--- config.mk ---
export PLATFORM = sky130hd
export DESIGN_NAME = lbfgs_div
export DESIGN_NICKNAME = d
export VERILOG_FILES = /design/src/hdl/lbfgs_div.sv
export SDC_FILE = /design/constraint.sdc
export NUM_CORES = 1
export LEC_CHECK = 0
export ABC_AREA = 1
export BUFFER_PORTS_ARGS = -buffer_cell sky130_fd_sc_hd__buf_2
export CORE_ASPECT_RATIO = 1.1
export CORE_UTILIZATION = 45
export CTS_CLUSTER_DIAMETER = 200
export DETAILED_ROUTE_END_ITERATION = 8
export PLACE_DENSITY = 0.6
export SYNTH_ARGS = -nofsm -noshare
export SYNTH_HDL_FRONTEND = slang
export SYNTH_SLANG_ARGS = --single-unit
--- constraint.sdc ---
create_clock -name clk -period 13.5 [get_ports clk]
set_clock_uncertainty 0.05 [all_clocks]
set_input_delay 0.675 -clock clk [delete_from_list [all_inputs] [get_ports clk]]
set_output_delay 0.675 -clock clk [all_outputs]
set_load 0.005 [all_outputs]
--- src/hdl/lbfgs_div.sv ---
// Bit-serial restoring divider for theta = y'y / s'y in saturated Q16.16.
module lbfgs_div (
  input  logic        clk,
  input  logic        rst,
  input  logic        start,
  input  logic [63:0] num,
  input  logic [63:0] den,
  output logic        done,
  output logic [31:0] quo
);

  logic        busy;
  logic [6:0]  cnt;
  logic [79:0] dividend;
  logic [79:0] q;
  logic [64:0] rem;
  logic [64:0] r1;
  logic        fits;

  // One quotient bit per cycle
  always_comb begin
    r1   = {rem[63:0], dividend[79]};
    fits = (r1 >= {1'b0, den});
  end

  always_ff @(posedge clk) begin
    if (rst) begin
      busy <= 1'b0;
      done <= 1'b0;
      cnt  <= '0;
    end else begin
      done <= 1'b0;
      if (start) begin
        busy     <= 1'b1;
        cnt      <= 7'd80;
        dividend <= {num, 16'd0};
        rem      <= '0;
        q        <= '0;
      end else if (busy) begin
        dividend <= {dividend[78:0], 1'b0};
        rem      <= fits ? (r1 - {1'b0, den}) : r1;
        q        <= {q[78:0], fits};
        cnt      <= cnt - 7'd1;
        if (cnt == 7'd1) begin
          busy <= 1'b0;
          done <= 1'b1;
        end
      end
    end
  end

  // Saturate when the quotient needs more than 32 bits
  assign quo = (q[79:32] != '0) ? 32'hFFFF_FFFF : q[31:0];

endmodule

After elaboration in Yosys (flattened, before gate mapping)
Cells that the tools add are included.
Widths: inputs -> output; s select.

word-level totals
  input port bits = 131
  word-level logic and storage cells = 31
  flip-flop bits (word level) = 232
  output and inout bits = 33

cells by class
  equal/unequal tests = 1
  bitwise logic cells = 2
  muxes and demuxes = 12
  magnitude comparators = 1
  $add $sub $neg = 2
  reduce and logical (&&, ||, !) cells = 5

operator list
  cell                 count
  $mux 80              3
  $mux 64              2
  $ge 65x64->1         1
  $sub 64x64->64       1
  $reduce_bool 48->1   1
  $mux 32              1
  $mux 7               2
  $eq 7x1->1 const B   1
  $sub 7x1->7 const B  1
  $mux 1               4
  $reduce_or 3->1      1
  $not 1->1            2
  $reduce_and 2->1     1
  $reduce_bool 2->1    1
  $reduce_or 2->1      1

Depth between registers and ports, before layout
  depth after elaboration = 4
  mapped depth = 20
  depth with buffers taken out = 17

Least setup slack after synthesis
Ideal clock, no wire load.

  kind = in2reg
  start = input port start
  end = register dividend[16] (enable)
  required time = 12602 ps
  library setup time = 848 ps
  buffers on the path = 2
  stages = 4
  setup slack = 1456 ps
  data arrival time = 11146 ps
  cells stage by stage = inv_1 clkbuf_1 clkbuf_1 a21oi_1

on the way
  longest elaborated chain between the ends = 2

RTL lines
  what                                line  RTL
  from (decl)                         5     input logic start,
  $reduce_bool 2->1 (no source line)  n/a
  $reduce_and 2->1 (no source line)   n/a
  to (signal assigned)                36    dividend <= {num, 16'd0};
  to (signal assigned)                40    dividend <= {dividend[78:0], 1'b0};
  to (decl)                           14    logic [79:0] dividend;

No other way between the ends.
A chain may end at the register's enable or synchronous reset.

Worst setup path in the final report
  start = register rem[1]
  end = register rem[5] (data pin)

on the way
  longest elaborated chain between the ends = 3
  elaborated cells between the ends (all ways) = 4
  those cells by class = add/sub (1); order compare (1); mux (2)

RTL lines
  what                                            line    RTL
  from (decl)                                     16      logic [64:0] rem;
  from (signal assigned)                          41      rem <= fits ? (r1 - {1'b0, den}) : r1;
  $sub 64x64->64 or $ge 65x64->1 (tied branches)  41, 23
  $mux 64 (*)                                     41
  $mux 64 (*)                                     39      end else if (busy) begin

Every way passes the cells marked *; elsewhere a longest branch is shown, timed or not. The select of a mux whose other input is x is not followed.

==> flow_summary.ini <==
[pwr]
power_density_nw_per_um2 = 113.6
power_mw = 2.078
switching_share = 0.3291
p_comb_frac = 0.273
clock_power_share = 0.329
p_leak_nw = 9.877
internal_power_mw = 1.394
vdd_drop_max_v = 0.00009905
pwr-share-seq = 0.398
p_sw_uw = 683.8

[cts]
cts_setup_buffers = 0
ctsLongestPathBuffers = 3
htreeDepth = 1
cts_root_buffer = clkbuf_16
cts_tree = done
cts_hold_buf = 0
clock_sinks = 217
numCtsBuffers = 25
cts_resized = 0
clk_latency_ps = 540
path_clk_slew_ps = 60

[timing]
rsz0062_at_grt = false
hold_violations = 0
finalWorstSetupSlack_ps = 9528
finalSetupTns_ps = 0
report.final.slew_viol_count = 0
tightest_slew_ps = 1073
max_slew_margin = 0.2844
fmax_mhz = 251.7
finalSetupViolCount = 0
min_period_over_period = 0.2942
post-route-min-period_ps = 3972

[logic_synthesis]
synthFlopType = edfxtp_1
syn_avg_cell_area_um2 = 6.731
yosysSeqAreaShare = 0.3947
synth_edf_count = 208
synth_area_um2 = 16280
synth.distinct_cells = 33
ys_warn_count = 0
async_reset_ff_frac = 0
netlist_instances = 2419
ys_ff_latch = 217
synthesis.nets = 2617

[floorplanning]
core_area_um2 = 35400
dieHeight_um = 201.5
io_pins = 164
rows = 72
fp.dieW_um = 183.4
die-area_um2 = 36950
start_util = 0.4599

[route]
met3WireLength_mm = 2.378
wire_per_inst_um = 15.02
first_pass_iters = 5
met2_length_mm = 21.32
vias = 14470
wirelength_mm = 46.03
drt-met1-wl_mm = 20.79
ant_nets = 0
drc_errors = 0
initialDrtViolationCount = 912
viasPerCell = 4.723
topRoutingLayerUsed = met5

[run]
max-cap-violations = 0

[global_routing]
grt_max_degree = 97
grt.total_usage = 0.2551
grt_pass1_wl_mm = 74.38
antenna_found_initial = 7
first_global_vias = 14530
grt_overflow_total = 0

[worst_hold_path]
min_path_type = in -> reg

[final_layout]
nNetsFinal = 2760
finalNonFillerCells = 3064
syn2layout_area_growth_pct = 12.28
final_common_cell = nand2_1
final_cell_mix = 933 x nand2_1, 514 x inv_1, 285 x nor2_1
drive_above_1_share = 0.1058

[placement]
dpl.cell_count = 3016
io_buffers = 163
pre_cts_slack_ps = 9035
dp_hpwl_mm = 35.59
gp_congestion = 1.025

[setup_path]
crit_path_max_fanout = 57
start_kind = register
endpoint_kind = register
cp.arrival_ps = 4330
critPathKind = reg -> reg
required_ps = 13860

[run_status]
status = complete, no violations
synthesized netlist by cell type, types with 4 or more instances:
library cell  number  share of area
a21oi_1           45          0.014
buf_1              8         0.0018
buf_2              6         0.0018
buf_6             11         0.0076
clkbuf_1          28         0.0065
dfxtp_1            9          0.011
edfxtp_1         208           0.38
ha_1              66          0.051
inv_1            515           0.12
inv_2              4        0.00092
nand2_1          933           0.22
nand2_2            9         0.0035
nand3_1           89          0.027
nand3b_1          62          0.029
nand4_1           19         0.0073
nor2_1           285          0.066
nor2_2            40          0.015
nor3_1            11         0.0034
nor4_1            13         0.0050
o21ai_0            9         0.0028
xor2_1            30          0.016
final timing paths:
check / from / end / slack [ps] / cells after the start
worst max-delay path: rem[1] / rem[5] / 9530 / 15
worst min-delay path: rst / cnt[4] / 330 / 2
worst max register to register: rem[1] / rem[5] / 9530 / 15
worst min register to register: cnt[4] / cnt[4] / 430 / 2
sequential cells by signal, summed over array words and instances (netlist names):
signal / cells
q: 80
cnt: 7
busy: 1
done: 1
rem: 64
dividend: 64
critical path: stages (launching register included):
cell,delay (ps)
edfxtp_1,420
ha_1,400
nand2_1,180
nor2_1,80
nand3_1,100
nand3_2,190
nand2_1,130
nand2_2,120
nand2_2,100
nand2_2,80
nand2_4,510
nand2_8,280
inv_2,400
buf_4,510
nor2_1,100
nor2_1,110
metal layers:
metal | vias to the layer above | track usage
li1 | 7595 | -
met1 | 6480 | 0.3242
met2 | 309 | 0.4371
met3 | 76 | 0.04181
met4 | 10 | 0.08690
met5 | - | 0
cell type report:
| class | count | area (um^2) |
|---|---|---|
| flip-flops and latches | 217 | 6426 |
| multi-input cells | 1627 | 7597 |
| clock buffers | 32 | 661.9 |
| clock inverters | 13 | 151.4 |
| well taps | 481 | 601.8 |
| repair buffers | 172 | 885.9 |
| fillers | 3718 | 17120 |
| diodes | 3 | 7.507 |
| inverters | 519 | 1951 |
power by group through the flow:
stage	clock network (mW)	logic (mW)	registers, mW
after CTS	0.703	0.568	0.826
after detailed placement	0	0.565	0.839
after floorplan	0	0.415	0.846
after global placement	0	0.562	0.838
after global routing	0.725	0.648	0.831
final	0.684	0.568	0.826
kinds of logic after synthesis:
family | Yosys count | share of synthesized area
AND/OR/NAND/NOR | 1472 | 0.3784
flip-flops | 217 | 0.3947
AO/OA/AOI/OAI | 55 | 0.01706
buffers and inverters | 575 | 0.1402
XOR/XNOR | 33 | 0.01775
adder cells (fa/ha/maj) | 67 | 0.05194
per-stage QoR:
stage                     instance area (um^2)    util  hold slack [ps]
after global routing                     18280  0.5162            312.7
after CTS                                18280  0.5162            296.6
after global placement                   17460  0.4932            407.5
after floorplan                          16280       -            385.6
after detailed placement                 17460  0.4932            424.7
final                                    18280  0.5164            331.1
(Power assumes the default switching activity.)
